### config.mk
export PLATFORM = sky130hd
export DESIGN_NAME = priority_run_queue_with_aging
export DESIGN_NICKNAME = d
export VERILOG_FILES = /design/src/rtl/prqa_pkg.sv /design/src/rtl/prqa_ram.sv /design/src/rtl/prqa_ctrl.sv /design/src/rtl/prqa_dp.sv /design/src/rtl/priority_run_queue_with_aging.sv
export VERILOG_INCLUDE_DIRS = /design/src /design/src/rtl
export SDC_FILE = /design/constraint.sdc
export NUM_CORES = 2
export LEC_CHECK = 0
export BUFFER_PORTS_ARGS = -buffer_cell sky130_fd_sc_hd__clkbuf_2
export CAP_MARGIN = 10
export CORE_UTILIZATION = 45
export CTS_CLUSTER_DIAMETER = 40
export CTS_CLUSTER_SIZE = 40
export DETAILED_ROUTE_END_ITERATION = 8
export PLACE_DENSITY = 0.64
export SETUP_SLACK_MARGIN = 0.4
export SLEW_MARGIN = 20
export SYNTH_ARGS = -nofsm -noshare
export SYNTH_HDL_FRONTEND = slang
export SYNTH_SLANG_ARGS = --single-unit
### constraint.sdc
create_clock -name aclk -period 12.5 [get_ports aclk]
set_input_delay 2.5 -clock aclk [delete_from_list [all_inputs] [get_ports aclk]]
set_output_delay 2.5 -clock aclk [all_outputs]
set_load 0.005 [all_outputs]
### src/rtl/priority_run_queue_with_aging_assert.svh
// Assertion macros for the priority run queue.
// Used by the top level; needs no other file.
`ifndef PRIORITY_RUN_QUEUE_WITH_AGING_ASSERT_SVH
`define PRIORITY_RUN_QUEUE_WITH_AGING_ASSERT_SVH

// same-cycle implication
`define PRQA_ASSERT_NOW(label, clk, rst_n, ante, cons, msg) \
    label: assert property (@(posedge clk) disable iff (!rst_n) (ante) |-> (cons)) \
        else $error(msg);

// next-cycle implication
`define PRQA_ASSERT_NEXT(label, clk, rst_n, ante, cons, msg) \
    label: assert property (@(posedge clk) disable iff (!rst_n) (ante) |=> (cons)) \
        else $error(msg);

`endif

### src/rtl/prqa_pkg.sv
// Shared types and constants of the priority run queue.
// Used by the controller, the datapath and the top level.
package prqa_pkg;

    localparam int MAX_TASKS_DEF  = 64;
    localparam int NUM_LEVELS_DEF = 5;

    localparam int CMD_W   = 2;
    localparam int TID_W   = 6;
    localparam int PRIO_W  = 3;
    localparam int TIME_W  = 48;
    localparam int LVLO_W  = 3;
    localparam int TOTAL_W = 7;

    localparam int TID_LSB  = 0;
    localparam int PRIO_LSB = TID_LSB + TID_W;
    localparam int TIME_LSB = PRIO_LSB + PRIO_W;

    localparam int S_DATA_W = 64;
    localparam int M_DATA_W = 24;

    localparam logic [TIME_W-1:0] AGING_RESET = 48'd4000000000;

    typedef enum logic [CMD_W-1:0] {
        CMD_ENQ  = 2'd0,
        CMD_DEQ  = 2'd1,
        CMD_PICK = 2'd2,
        CMD_TICK = 2'd3
    } cmd_t;

    typedef enum logic [1:0] {
        ST_IDLE,
        ST_EXEC,
        ST_APPEND,
        ST_RESP
    } state_t;

    typedef struct packed {
        logic load;
        logic exec;
        logic append;
        logic resp;
    } ctrl_cmd_t;

    typedef struct packed {
        logic age;
        logic out_free;
    } dp_stat_t;

    // status in the lowest bit
    typedef struct packed {
        logic [TOTAL_W-1:0] total_queued;
        logic               resched;
        logic [LVLO_W-1:0]  level_out;
        logic               pick_valid;
        logic [TID_W-1:0]   picked_task;
        logic               status;
    } result_t;

endpackage

### src/rtl/prqa_ram.sv
// Generic single-write, single-read RAM with registered read data.
// No dependencies.
module prqa_ram #(
    parameter int WIDTH = 8,
    parameter int DEPTH = 64
) (
    input  logic                             aclk,
    input  logic                             we,
    input  logic [$clog2(DEPTH)-1:0]         waddr,
    input  logic [WIDTH-1:0]                 wdata,
    input  logic [$clog2(DEPTH)-1:0]         raddr,
    output logic [WIDTH-1:0]                 rdata
);

    logic [WIDTH-1:0] mem_reg [DEPTH];
    logic [WIDTH-1:0] rdata_reg;

    always_ff @(posedge aclk) begin
        if (we) begin
            mem_reg[waddr] <= wdata;
        end
        rdata_reg <= mem_reg[raddr];
    end

    assign rdata = rdata_reg;

endmodule

### src/rtl/prqa_ctrl.sv
// Sequencer of the priority run queue: accept, execute, aging append, respond.
// Depends on prqa_pkg.
module prqa_ctrl import prqa_pkg::*; (
    input  logic      aclk,
    input  logic      aresetn,
    input  logic      s_tvalid,
    output logic      s_tready,
    input  dp_stat_t  stat,
    output ctrl_cmd_t ctrl
);

    state_t state_reg, state_next;

    always_ff @(posedge aclk) begin
        if (!aresetn) begin
            state_reg <= ST_IDLE;
        end else begin
            state_reg <= state_next;
        end
    end

    always_comb begin
        state_next = state_reg;
        case (state_reg)
            ST_IDLE: begin
                if (s_tvalid) begin
                    state_next = ST_EXEC;
                end
            end
            ST_EXEC: begin
                state_next = stat.age ? ST_APPEND : ST_RESP;
            end
            ST_APPEND: begin
                state_next = ST_RESP;
            end
            ST_RESP: begin
                if (stat.out_free) begin
                    state_next = ST_IDLE;
                end
            end
            default: begin
                state_next = ST_IDLE;
            end
        endcase
    end

    always_comb begin
        s_tready    = 1'b0;
        ctrl        = '0;
        case (state_reg)
            ST_IDLE: begin
                s_tready  = 1'b1;
                ctrl.load = s_tvalid;
            end
            ST_EXEC: begin
                ctrl.exec = 1'b1;
            end
            ST_APPEND: begin
                ctrl.append = 1'b1;
            end
            ST_RESP: begin
                ctrl.resp = 1'b1;
            end
            default: begin
                ctrl = '0;
            end
        endcase
    end

endmodule

### src/rtl/prqa_dp.sv
// Datapath of the priority run queue: per-level lists, link RAMs, result register.
// Depends on prqa_pkg and prqa_ram.
module prqa_dp import prqa_pkg::*; #(
    parameter int MAX_TASKS  = MAX_TASKS_DEF,
    parameter int NUM_LEVELS = NUM_LEVELS_DEF
) (
    input  logic                aclk,
    input  logic                aresetn,
    input  ctrl_cmd_t           ctrl,
    output dp_stat_t            stat,
    input  logic [CMD_W-1:0]    in_cmd,
    input  logic [TID_W-1:0]    in_tid,
    input  logic [PRIO_W-1:0]   in_preq,
    input  logic [TIME_W-1:0]   in_time,
    input  logic                cfg_we,
    input  logic [TIME_W-1:0]   cfg_wdata,
    input  logic                m_tready,
    output logic                m_tvalid,
    output logic [M_DATA_W-1:0] m_tdata
);

    localparam int TASK_W = $clog2(MAX_TASKS);
    localparam int LVL_W  = $clog2(NUM_LEVELS);
    localparam int CNT_W  = $clog2(MAX_TASKS + 1);

    cmd_t               cmd_reg;
    logic [TID_W-1:0]   tid_reg;
    logic [PRIO_W-1:0]  preq_reg;
    logic [TIME_W-1:0]  time_reg;
    logic [TIME_W-1:0]  thr_reg;

    logic [MAX_TASKS-1:0] queued_reg, queued_next;
    logic [TASK_W-1:0]    head_reg  [NUM_LEVELS];
    logic [TASK_W-1:0]    head_next [NUM_LEVELS];
    logic [TASK_W-1:0]    tail_reg  [NUM_LEVELS];
    logic [TASK_W-1:0]    tail_next [NUM_LEVELS];
    logic [CNT_W-1:0]     count_reg [NUM_LEVELS];
    logic [CNT_W-1:0]     count_next[NUM_LEVELS];
    logic [CNT_W-1:0]     total_reg, total_next;

    result_t res_reg, res_next;
    result_t m_data_reg;
    logic    m_valid_reg;

    logic [TASK_W-1:0]     t_idx, rd_addr;
    logic [TASK_W-1:0]     next_rd, prev_rd;
    logic [LVL_W-1:0]      lvl_rd;
    logic                  next_we, prev_we, lvl_we;
    logic [TASK_W-1:0]     next_waddr, next_wdata, prev_waddr, prev_wdata;
    logic [LVL_W-1:0]      lvl_wdata;

    logic                  tid_ok, queued, enq_ok, deq_ok, age, any_ne;
    logic [NUM_LEVELS-1:0] nonempty;
    logic [LVL_W-1:0]      h, lvl_sel;
    logic [TASK_W-1:0]     head_sel, tail_sel;
    logic [CNT_W-1:0]      count_sel;
    logic                  do_append, do_unlink, is_head, is_tail;

    prqa_ram #(.WIDTH(TASK_W), .DEPTH(MAX_TASKS)) u_next_ram (
        .aclk  (aclk),
        .we    (next_we),
        .waddr (next_waddr),
        .wdata (next_wdata),
        .raddr (rd_addr),
        .rdata (next_rd)
    );

    prqa_ram #(.WIDTH(TASK_W), .DEPTH(MAX_TASKS)) u_prev_ram (
        .aclk  (aclk),
        .we    (prev_we),
        .waddr (prev_waddr),
        .wdata (prev_wdata),
        .raddr (rd_addr),
        .rdata (prev_rd)
    );

    prqa_ram #(.WIDTH(LVL_W), .DEPTH(MAX_TASKS)) u_level_ram (
        .aclk  (aclk),
        .we    (lvl_we),
        .waddr (t_idx),
        .wdata (lvl_wdata),
        .raddr (rd_addr),
        .rdata (lvl_rd)
    );

    assign t_idx   = TASK_W'(tid_reg);
    assign rd_addr = ctrl.load ? TASK_W'(in_tid) : t_idx;
    assign tid_ok  = 32'(tid_reg) < MAX_TASKS;
    assign queued  = tid_ok && queued_reg[t_idx];

    always_comb begin
        h = '0;
        for (int i = NUM_LEVELS - 1; i >= 0; i--) begin
            nonempty[i] = (count_reg[i] != '0);
            if (nonempty[i]) begin
                h = LVL_W'(i);
            end
        end
    end

    assign any_ne = |nonempty;

    always_comb begin
        if (ctrl.append) begin
            lvl_sel = '0;
        end else begin
            case (cmd_reg)
                CMD_ENQ:  lvl_sel = LVL_W'(preq_reg);
                CMD_PICK: lvl_sel = h;
                default:  lvl_sel = lvl_rd;
            endcase
        end
    end

    assign head_sel  = head_reg[lvl_sel];
    assign tail_sel  = tail_reg[lvl_sel];
    assign count_sel = count_reg[lvl_sel];
    assign is_head   = (head_sel == t_idx);
    assign is_tail   = (tail_sel == t_idx);

    assign enq_ok = tid_ok && !queued && (32'(preq_reg) < NUM_LEVELS);
    assign deq_ok = queued;
    assign age    = queued && (time_reg > thr_reg) && (lvl_rd > h);

    assign do_append = (ctrl.exec && cmd_reg == CMD_ENQ && enq_ok) || ctrl.append;
    assign do_unlink = ctrl.exec && ((cmd_reg == CMD_DEQ && deq_ok) ||
                                     (cmd_reg == CMD_TICK && age));

    assign stat.age      = (cmd_reg == CMD_TICK) && age;
    assign stat.out_free = !m_valid_reg || m_tready;

    // link RAM writes, list heads/tails, level counts and queued flags/total
    always_comb begin
        next_we     = 1'b0;
        next_waddr  = tail_sel;
        next_wdata  = t_idx;
        prev_we     = 1'b0;
        prev_waddr  = t_idx;
        prev_wdata  = tail_sel;
        lvl_we      = 1'b0;
        lvl_wdata   = lvl_sel;
        head_next   = head_reg;
        tail_next   = tail_reg;
        count_next  = count_reg;
        queued_next = queued_reg;
        total_next  = total_reg;
        if (do_append) begin
            lvl_we = 1'b1;
            if (count_sel == '0) begin
                head_next[lvl_sel] = t_idx;
            end else begin
                next_we = 1'b1;
                prev_we = 1'b1;
            end
            tail_next[lvl_sel]  = t_idx;
            count_next[lvl_sel] = count_sel + CNT_W'(1);
        end
        if (do_unlink) begin
            if (is_head) begin
                head_next[lvl_sel] = next_rd;
            end else begin
                next_we    = 1'b1;
                next_waddr = prev_rd;
                next_wdata = next_rd;
            end
            if (is_tail) begin
                tail_next[lvl_sel] = prev_rd;
            end else begin
                prev_we    = 1'b1;
                prev_waddr = next_rd;
                prev_wdata = prev_rd;
            end
            if (count_sel != '0) begin
                count_next[lvl_sel] = count_sel - CNT_W'(1);
            end
        end
        if (ctrl.exec && cmd_reg == CMD_ENQ && enq_ok) begin
            queued_next[t_idx] = 1'b1;
            total_next         = total_reg + CNT_W'(1);
        end
        if (ctrl.exec && cmd_reg == CMD_DEQ && deq_ok) begin
            queued_next[t_idx] = 1'b0;
            total_next         = total_reg - CNT_W'(1);
        end
    end

    always_comb begin
        res_next              = res_reg;
        if (ctrl.exec) begin
            res_next              = '0;
            res_next.total_queued = TOTAL_W'(total_next);
            case (cmd_reg)
                CMD_ENQ: begin
                    res_next.status = !enq_ok;
                end
                CMD_DEQ: begin
                    res_next.status = !deq_ok;
                    if (deq_ok) begin
                        res_next.level_out = LVLO_W'(lvl_rd);
                    end
                end
                CMD_PICK: begin
                    res_next.status = !any_ne;
                    if (any_ne) begin
                        res_next.picked_task = TID_W'(head_sel);
                        res_next.pick_valid  = 1'b1;
                        res_next.level_out   = LVLO_W'(h);
                    end
                end
                CMD_TICK: begin
                    res_next.status  = !deq_ok;
                    res_next.resched = age;
                end
                default: begin
                    res_next.status = 1'b1;
                end
            endcase
        end
    end

    always_ff @(posedge aclk) begin
        if (!aresetn) begin
            thr_reg     <= AGING_RESET;
            queued_reg  <= '0;
            total_reg   <= '0;
            m_valid_reg <= 1'b0;
            for (int i = 0; i < NUM_LEVELS; i++) begin
                count_reg[i] <= '0;
            end
        end else begin
            if (cfg_we) begin
                thr_reg <= cfg_wdata;
            end
            queued_reg <= queued_next;
            total_reg  <= total_next;
            count_reg  <= count_next;
            if (ctrl.resp && stat.out_free) begin
                m_valid_reg <= 1'b1;
            end else if (m_tready) begin
                m_valid_reg <= 1'b0;
            end
        end
    end

    always_ff @(posedge aclk) begin
        if (ctrl.load) begin
            cmd_reg  <= cmd_t'(in_cmd);
            tid_reg  <= in_tid;
            preq_reg <= in_preq;
            time_reg <= in_time;
        end
        head_reg <= head_next;
        tail_reg <= tail_next;
        res_reg  <= res_next;
        if (ctrl.resp && stat.out_free) begin
            m_data_reg <= res_reg;
        end
    end

    assign m_tvalid = m_valid_reg;
    assign m_tdata  = {{(M_DATA_W - $bits(result_t)){1'b0}}, m_data_reg};

endmodule

### src/rtl/priority_run_queue_with_aging.sv
// Top level of the priority run queue with aging: controller, datapath, assertions.
// Depends on prqa_pkg, prqa_ctrl, prqa_dp and the assertion macro header.
//
//  channel  dir  fields (lsb first)
//  s_       in   tuser: command; tdata: task_id, priority_req, exec_time
//  m_       out  tdata: status, picked_task, pick_valid, level_out, resched, total_queued
//  cfg_     in   cfg_wdata: aging_threshold
//
// Items are taken one at a time: accept, execute, respond; a tick that ages its
// task adds an append step, the second link RAM write pass for the append.
// Link RAM reads are registered, which puts the execute step in the cycle after accept.
// Reset is synchronous and needs no clearing pass; a stalled result holds the
// sequencer in its respond step and no new item is taken until it moves out.
`include "priority_run_queue_with_aging_assert.svh"

module priority_run_queue_with_aging import prqa_pkg::*; #(
    parameter int MAX_TASKS  = MAX_TASKS_DEF,
    parameter int NUM_LEVELS = NUM_LEVELS_DEF
) (
    input  logic                aclk,
    input  logic                aresetn,
    input  logic                s_tvalid,
    output logic                s_tready,
    input  logic [S_DATA_W-1:0] s_tdata,   // task_id, priority_req, exec_time
    input  logic [CMD_W-1:0]    s_tuser,   // command
    output logic                m_tvalid,
    input  logic                m_tready,
    output logic [M_DATA_W-1:0] m_tdata,   // status, picked_task, pick_valid,
                                           // level_out, resched, total_queued
    input  logic                cfg_we,
    input  logic [TIME_W-1:0]   cfg_wdata
);

    ctrl_cmd_t ctrl;
    dp_stat_t  stat;

    prqa_ctrl u_ctrl (
        .aclk     (aclk),
        .aresetn  (aresetn),
        .s_tvalid (s_tvalid),
        .s_tready (s_tready),
        .stat     (stat),
        .ctrl     (ctrl)
    );

    prqa_dp #(
        .MAX_TASKS  (MAX_TASKS),
        .NUM_LEVELS (NUM_LEVELS)
    ) u_dp (
        .aclk      (aclk),
        .aresetn   (aresetn),
        .ctrl      (ctrl),
        .stat      (stat),
        .in_cmd    (s_tuser),
        .in_tid    (s_tdata[TID_LSB +: TID_W]),
        .in_preq   (s_tdata[PRIO_LSB +: PRIO_W]),
        .in_time   (s_tdata[TIME_LSB +: TIME_W]),
        .cfg_we    (cfg_we),
        .cfg_wdata (cfg_wdata),
        .m_tready  (m_tready),
        .m_tvalid  (m_tvalid),
        .m_tdata   (m_tdata)
    );

    `PRQA_ASSERT_NEXT(a_busy_after_accept, aclk, aresetn, s_tvalid && s_tready, !s_tready, "item accepted while busy")
    `PRQA_ASSERT_NEXT(a_age_append, aclk, aresetn, ctrl.exec && stat.age, ctrl.append, "aging append skipped")
    `PRQA_ASSERT_NOW(a_result_source, aclk, aresetn, $rose(m_tvalid), $past(ctrl.resp), "result without respond step")
    `PRQA_ASSERT_NOW(a_pick_status, aclk, aresetn, m_tvalid && m_tdata[7], !m_tdata[0] && !m_tdata[11], "pick result inconsistent")

endmodule
* Word-level counts from Yosys, hierarchy flattened
Memory sizes are Yosys's and may differ from the RTL's. A register that Yosys moved wholly into a read port is not among the register bits. Cells that the tools add are included.
Word-level totals: bits in registers 314, latch bits 0, memory bits (writable) 960, memory bits (read-only) 0, input bits 119, logic and storage cells 179, memories kept 3
Cells by class: $add $sub $neg 4, multiply operators 0, div/mod/pow operators 0, order comparisons 7, equal/unequal tests 10, shifts and indexed selects 0, muxes and demuxes 81, bitwise gates (word level) 4, reduce and logical (&&, ||, !) cells 34
Memory list:
- u_dp.u_next_ram.mem_reg | words 64, width 6, read ports 1, clocked after Yosys merged registers in 1, wr ports 1, line prqa_ram.sv:15 | logic [WIDTH-1:0] mem_reg [DEPTH];
- u_dp.u_prev_ram.mem_reg | words 64, width 6, read ports 1, clocked after Yosys merged registers in 1, wr ports 1, line prqa_ram.sv:15
- u_dp.u_level_ram.mem_reg | words 64, width 3, read ports 1, clocked after Yosys merged registers in 1, wr ports 1, line prqa_ram.sv:15
Operators by type and width (number):
- $mux 30 | 7
- $mux 64 | 2
- $bwmux 30 | 4
- $mux 35 | 3
- $mux 6 | 14
- $bwmux 35 | 2
- $and 64x64->64 | 1
- $not 64->64 | 1
- $or 64x64->64 | 1
- $gt 48x48->1 | 1
- $reduce_bool 7->1 | 6
- $bmux 6 s3 | 2
- $mux 7 | 5
- $mux 1 | 23
- $bmux 7 s3 | 1
- $demux 7 s3 | 1
- $mux 3 | 7
- $demux 6 s3 | 1
- $add 7x1->7 const B | 2
- $sub 7x1->7 const B | 2
- $logic_and 1x1->1 | 13
- $eq 6x6->1 | 2
- $pmux 3 s2 | 2
- $mux 10 | 1
- 24 further kinds | 36

* Logic depth before layout (Yosys ltp)
depth in word-level cells 19, mapped depth 19

* Hierarchy
A second synthesis with hierarchy kept.
Unflattened totals: cell total of the unflattened synthesis 3469, area, all modules 54654.9 µm²
By module, submodules not included:
- prqa_ram at u_dp.u_next_ram ... | instances 2, cells each 720, area an instance 15225.9 µm², seq. area each 11651.2 µm²
- prqa_dp | instances 1, cells each 1587, area an instance 16171.8 µm², seq. area each 7156.9 µm²
- prqa_ram at u_dp.u_level_ram | instances 1, cells each 423, area an instance 7863.8 µm², seq. area each 5825.6 µm²
- prqa_ctrl | instances 1, cells each 19, area an instance 167.7 µm², seq. area each 40.0 µm²

* Worst setup path after synthesis
OpenSTA, ideal clock, no wires.
kind reg2reg, start point register u_dp.cmd_reg[0], end point memory u_dp.u_prev_ram.mem_reg[0][0] (netlist bit) (data pin), data arrival time 6199 ps, required time 11938 ps, setup slack 5738 ps, cell stages (with the launch flop) 16, buffers on the path 4, period minus slack after synthesis 6762 ps, cell sequence edfxtp_1 -> inv_1 -> ha_1 -> clkbuf_1 -> or3b_2 -> a21oi_1 -> a31oi_4 -> inv_2 -> clkbuf_1 -> nand4_1 -> a21oi_1 -> nor4_4 -> a31oi_2 -> buf_4 -> buf_4 -> mux2i_1
On the way: cells in the longest elaborated chain, start to end 10, elaborated cells on any way between the ends 17, those cells by class eq/ne (4); mux (7); bitwise (1); reduce/logical (5)
RTL lines:
- start, declared | line prqa_dp.sv:26 | cmd_t cmd_reg;
- start signal, assigned | line prqa_dp.sv:247 | cmd_reg <= cmd_t'(in_cmd);
- $eq 2x2->1 or $logic_not 2->1 (tied branches) | line prqa_dp.sv:107 | case (cmd_reg)
- $pmux 3 s2 * | line prqa_dp.sv:107
- $mux 3 * | line prqa_dp.sv:104 | if (ctrl.append) begin
- net u_dp.lvl_sel[1] | line prqa_dp.sv:54 | logic [LVL_W-1:0] h, lvl_sel;
- $not 3->4 (not written as such) * | line prqa_dp.sv:116 | assign tail_sel = tail_reg[lvl_sel];
- $bmux 6 s3 * | line prqa_dp.sv:116
- $mux 6 (not written as such) * (2 in series) | line prqa_dp.sv:116
- $eq 6x6->1 | line prqa_dp.sv:119 | assign is_tail = (tail_sel == t_idx);
- $mux 6 | line prqa_dp.sv:166 | if (is_tail) begin
- $mux 6 * | line prqa_dp.sv:158 | if (do_unlink) begin
- net u_dp.prev_wdata[0] | line prqa_dp.sv:49 | logic [TASK_W-1:0] next_waddr, next_wdata, prev_waddr, prev_wdata;
- end, declared | line prqa_ram.sv:15
Mark *: on every way through the listed nets, which the timed path passes. The rest lies on a longest branch. The select of a mux whose other input is x is not followed.

* Final worst setup path
start point register u_dp.count_reg[9] (netlist bit), end point memory u_dp.u_next_ram.mem_reg[6][0] (netlist bit) (enable)
On the way: cells in the longest elaborated chain, start to end 18, elaborated cells on any way between the ends 32, those cells by class order compare (1); eq/ne (1); mux (23); bitwise (1); reduce/logical (6)
RTL lines:
- start, declared | line prqa_dp.sv:37 | logic [CNT_W-1:0] count_reg [NUM_LEVELS];
- start signal, assigned | line prqa_dp.sv:236 | count_reg <= count_next;
- $reduce_bool 7->1 | line prqa_dp.sv:94 | nonempty[i] = (count_reg[i] != '0);
- $mux 3 (4 in series) | line prqa_dp.sv:95 | if (nonempty[i]) begin
- $pmux 3 s2 | line prqa_dp.sv:107
- $mux 3 | line prqa_dp.sv:104
- $not 3->4 (not written as such) | line prqa_dp.sv:115, prqa_dp.sv:116, prqa_dp.sv:117
- $bmux 7 s3 | line prqa_dp.sv:117 | assign count_sel = count_reg[lvl_sel];
- $mux 7 (not written as such) (2 in series) | line prqa_dp.sv:117
- $logic_not 7->1 | line prqa_dp.sv:149 | if (count_sel == '0) begin
- $mux 1 | line prqa_dp.sv:149
- $mux 1 | line prqa_dp.sv:147 | if (do_append) begin
- $mux 1 | line prqa_dp.sv:159 | if (is_head) begin
- $mux 1 | line prqa_dp.sv:158
- $mux 1 | line prqa_ram.sv:19 | if (we) begin
- $mux 1 (not written as such) | line prqa_ram.sv:20 | mem_reg[waddr] <= wdata;
- end, declared | line prqa_ram.sv:15
Parallel ways exist; a longest one is shown, timed or not. The select of a mux whose other input is x is not followed.

==> flow_summary.yaml <==
power:
  power_leakage_uw: 0.0231
  pwr_density_cell_nw_per_um2: 264
  irDropWorstVdd_v: 0.000322
clock_tree:
  post-cts-setup-buffer-count: 0
  cts_hold_buffers: 0
  cts_resized: 0
  cts_root_buf: "clkbuf_16"
  clk_pin_slew_ns: 0.06
  clock-sinks: 1289
  cts_buffers: 158
  htreeDepth: 4
  insertion_delay_ns: 0.79
  clock_path_buffers: 3
  tritoncts: "built"
synthesis:
  async_reset_ff_share_pct: 0
  synth.distinct_cells: 102
  yosysSeqAreaShare_pct: 63.2
  syn-mean-instance-area_um2: 11.2
  synth_ff_type: "edfxtp_1"
  syn-cell-area_um2: 57400
  synth-edff-count: 1051
  syn_inst: 5141
  synth_warnings: 0
  synth-seq-cells: 1289
finish:
  finalNetCount: 5326
  final_area_um2: 65100
  final_layout_size_suffix_gt1_share_pct: 13.9
  fillers: 10668
  area_delta_synth_final_pct: 13.3
global_routing:
  grt_util_all_layers_pct: 23.4
  first_global_vias: 39147
  grt_overflow: 0
  grt_pass1_wl_mm: 234
  grt_max_degree: 206
  antenna_found_initial: 2
place:
  hpwl_mm: 89.8
  port_buffers: 132
  placed_area_um2: 59500
  gp_congestion: 0.851
die:
  io_pins: 145
  die_area_um2: 129000
  rows: 130
  die-height_um: 359
  die_w_um: 359
  core-area_um2: 126000
  start_util_pct: 45.6
timing:
  whs_ns: 0.419
  rsz0062_at_grt: "no"
  finalCritPeriodShare_pct: 53.6
  finalHoldViolations: 0
  tns_ns: 0
  relSlewSlack_pct: 21.1
  slew_viol_final: 0
  skew_ns: 0.0276
  setup_violations: 0
  worst-slew-pin-transition_ns: 1.17
  fmax_mhz: 149
  layout_min_cycle_time_ns: 6.70
detailed_routing:
  drt_iter0_drc: 4208
  firstDrtPassIters: 5
  route.antenna.remaining_nets: 0
  drc: 0
  vias: 40554
  wirelength_mm: 154
  routedWlPerCell_um: 22.3
  vias_per_cell: 5.85
critical_path:
  worstPathRequired_ns: 12.99
  worst-path-buf-inv: 2
  critical_path_arrival_ns: 7.19
  cp-end-kind: "flop"
  path_cells: "nor4_1 -> nand4bb_1 -> a31oi_4 -> inv_2 -> buf_4 -> nand2_2 -> a21oi_1 -> a211oi_1 -> nand3_2 -> o211ai_2 -> nor3_1 -> mux2_2"
  critPathTopFamily: "simple AND/OR/NAND/NOR gates"
  start_kind: "flop"
  crit_fanout: 75
  critical-path-max-stage-delay_ns: 1.10
  crit_slowest_cell: "o211ai_2"
  path_class: "reg2reg"
min_path:
  hold_class: "reg2reg"
flow_run:
  cap_violations: 0
status:
  status: "finished clean"
==> cells in the mapped netlist (all sizes together) (29+ instances only) <==
master | n | area, um^2
nand2 | 1158 | 4350
edfxtp | 1051 | 31600
nand3 | 552 | 2790
nor2 | 337 | 1310
clkbuf | 290 | 1090
dfxtp | 238 | 4760
a311oi | 177 | 1550
mux2 | 148 | 1680
o21ai | 131 | 656
mux2i | 115 | 1210
nor3 | 110 | 632
a21oi | 100 | 500
inv | 98 | 368
a31oi | 90 | 584
and3 | 85 | 532
buf | 84 | 455
ha | 64 | 801
o211ai | 29 | 238
==> layout make-up <==
cell class	count	area, um^2	share of cell area [%]
sequential	1289	36300	55.8
multi-input combinational	3379	19400	29.8
clock buffer	178	4140	6.36
tap	1650	2060	3.17
clock inverter	115	1410	2.16
timing repair buffer	212	1340	2.06
inverter	103	405	0.623
antenna	1	2.50	0.00384
==> per-stage QoR <==
stage | utilization, % | cells | power (uW) | setup WS [ns]
2_1_floorplan | - | 5145 | 10100 | 5.74
3_3_place_gp | 47.2 | 6632 | 12300 | 5.11
3_5_place_dp | 47.2 | 6632 | 12400 | 5.09
4_1_cts | 51.6 | 6925 | 17200 | 5.84
5_1_grt | 51.6 | 6926 | 17900 | 5.55
6_report | 51.6 | 6927 | 17200 | 5.80
==> cells by family after synthesis <==
kind of cell	after synthesis	synth area share (%)
AND/OR/NAND/NOR	2367	18.4
multiplexers	266	5.15
AO/OA/AOI/OAI	659	8.20
flip-flops	1289	63.2
adder cells (fa/ha/maj)	64	1.39
other	1	0.00653
XOR/XNOR	18	0.274
buffers and inverters	477	3.36
==> power by group <==
group | total (uW) | internal, uW | switching, uW
Sequential | 5970 | 5730 | 239
Combinational | 6470 | 1620 | 4850
Clock | 4770 | 2820 | 1950
==> worst paths after layout <==
check | start | to | slack, ns | depth (start not counted)
setup / recovery | u_dp.count_reg[9]$_SDFF_PN0_ | u_dp.u_next_ram.mem_reg[6][0]$_DFFE_PP_ | 5.80 | 12
hold / removal | u_dp.res_reg[18]$_DFFE_PP_ | u_dp.m_tdata[18]$_DFFE_PP_ | 0.42 | 0
setup reg to reg | u_dp.count_reg[9]$_SDFF_PN0_ | u_dp.u_next_ram.mem_reg[6][0]$_DFFE_PP_ | 5.80 | 12
hold reg to reg | u_dp.res_reg[18]$_DFFE_PP_ | u_dp.m_tdata[18]$_DFFE_PP_ | 0.42 | 0
==> metal layers <==
| layer | GRT usage, % | wire length (um) | vias to the layer above |
|---|---|---|---|
| li1 | - | - | 18790 |
| met4 | 8.28 | 4300 | 0 |
| met1 | 31.9 | 65400 | 19815 |
| met2 | 37.6 | 72800 | 1660 |
| met3 | 4.12 | 11900 | 289 |
| met5 | 0 | 0 | - |
==> layout by cell type (no fill, tap or decap), types with 11 or more instances in the layout <==
master      netlist  layout
inv_1            94      92
mux2_2          138     138
xnor2_1          13      13
o211ai_1         25      25
a31oi_1          88      86
edfxtp_1       1051    1051
clkbuf_2          0     130
nor2b_1          15      14
and3_1           85      85
a221oi_1         13      13
bufinv_16         0      17
clkinv_1          4      14
nor2_1          331     330
nand3_1         549     548
o21ai_0         125     125
a21oi_1         100     100
buf_4            11      74
nand2_1        1157    1157
and2_1           15      15
a211oi_1         22      22
inv_6             0      31
clkinv_4          0      16
dfxtp_1         238     236
a311oi_1        177     177
clkbuf_16         0     161
nand4_1          20      20
or3_1            11      11
nor3_1          100      95
ha_1             64      63
a21o_1           19      19
clkbuf_1        290      12
clkinvlp_4        0      14
mux2i_1         104      98
No activity file was read; power rests on OpenSTA's default activity.
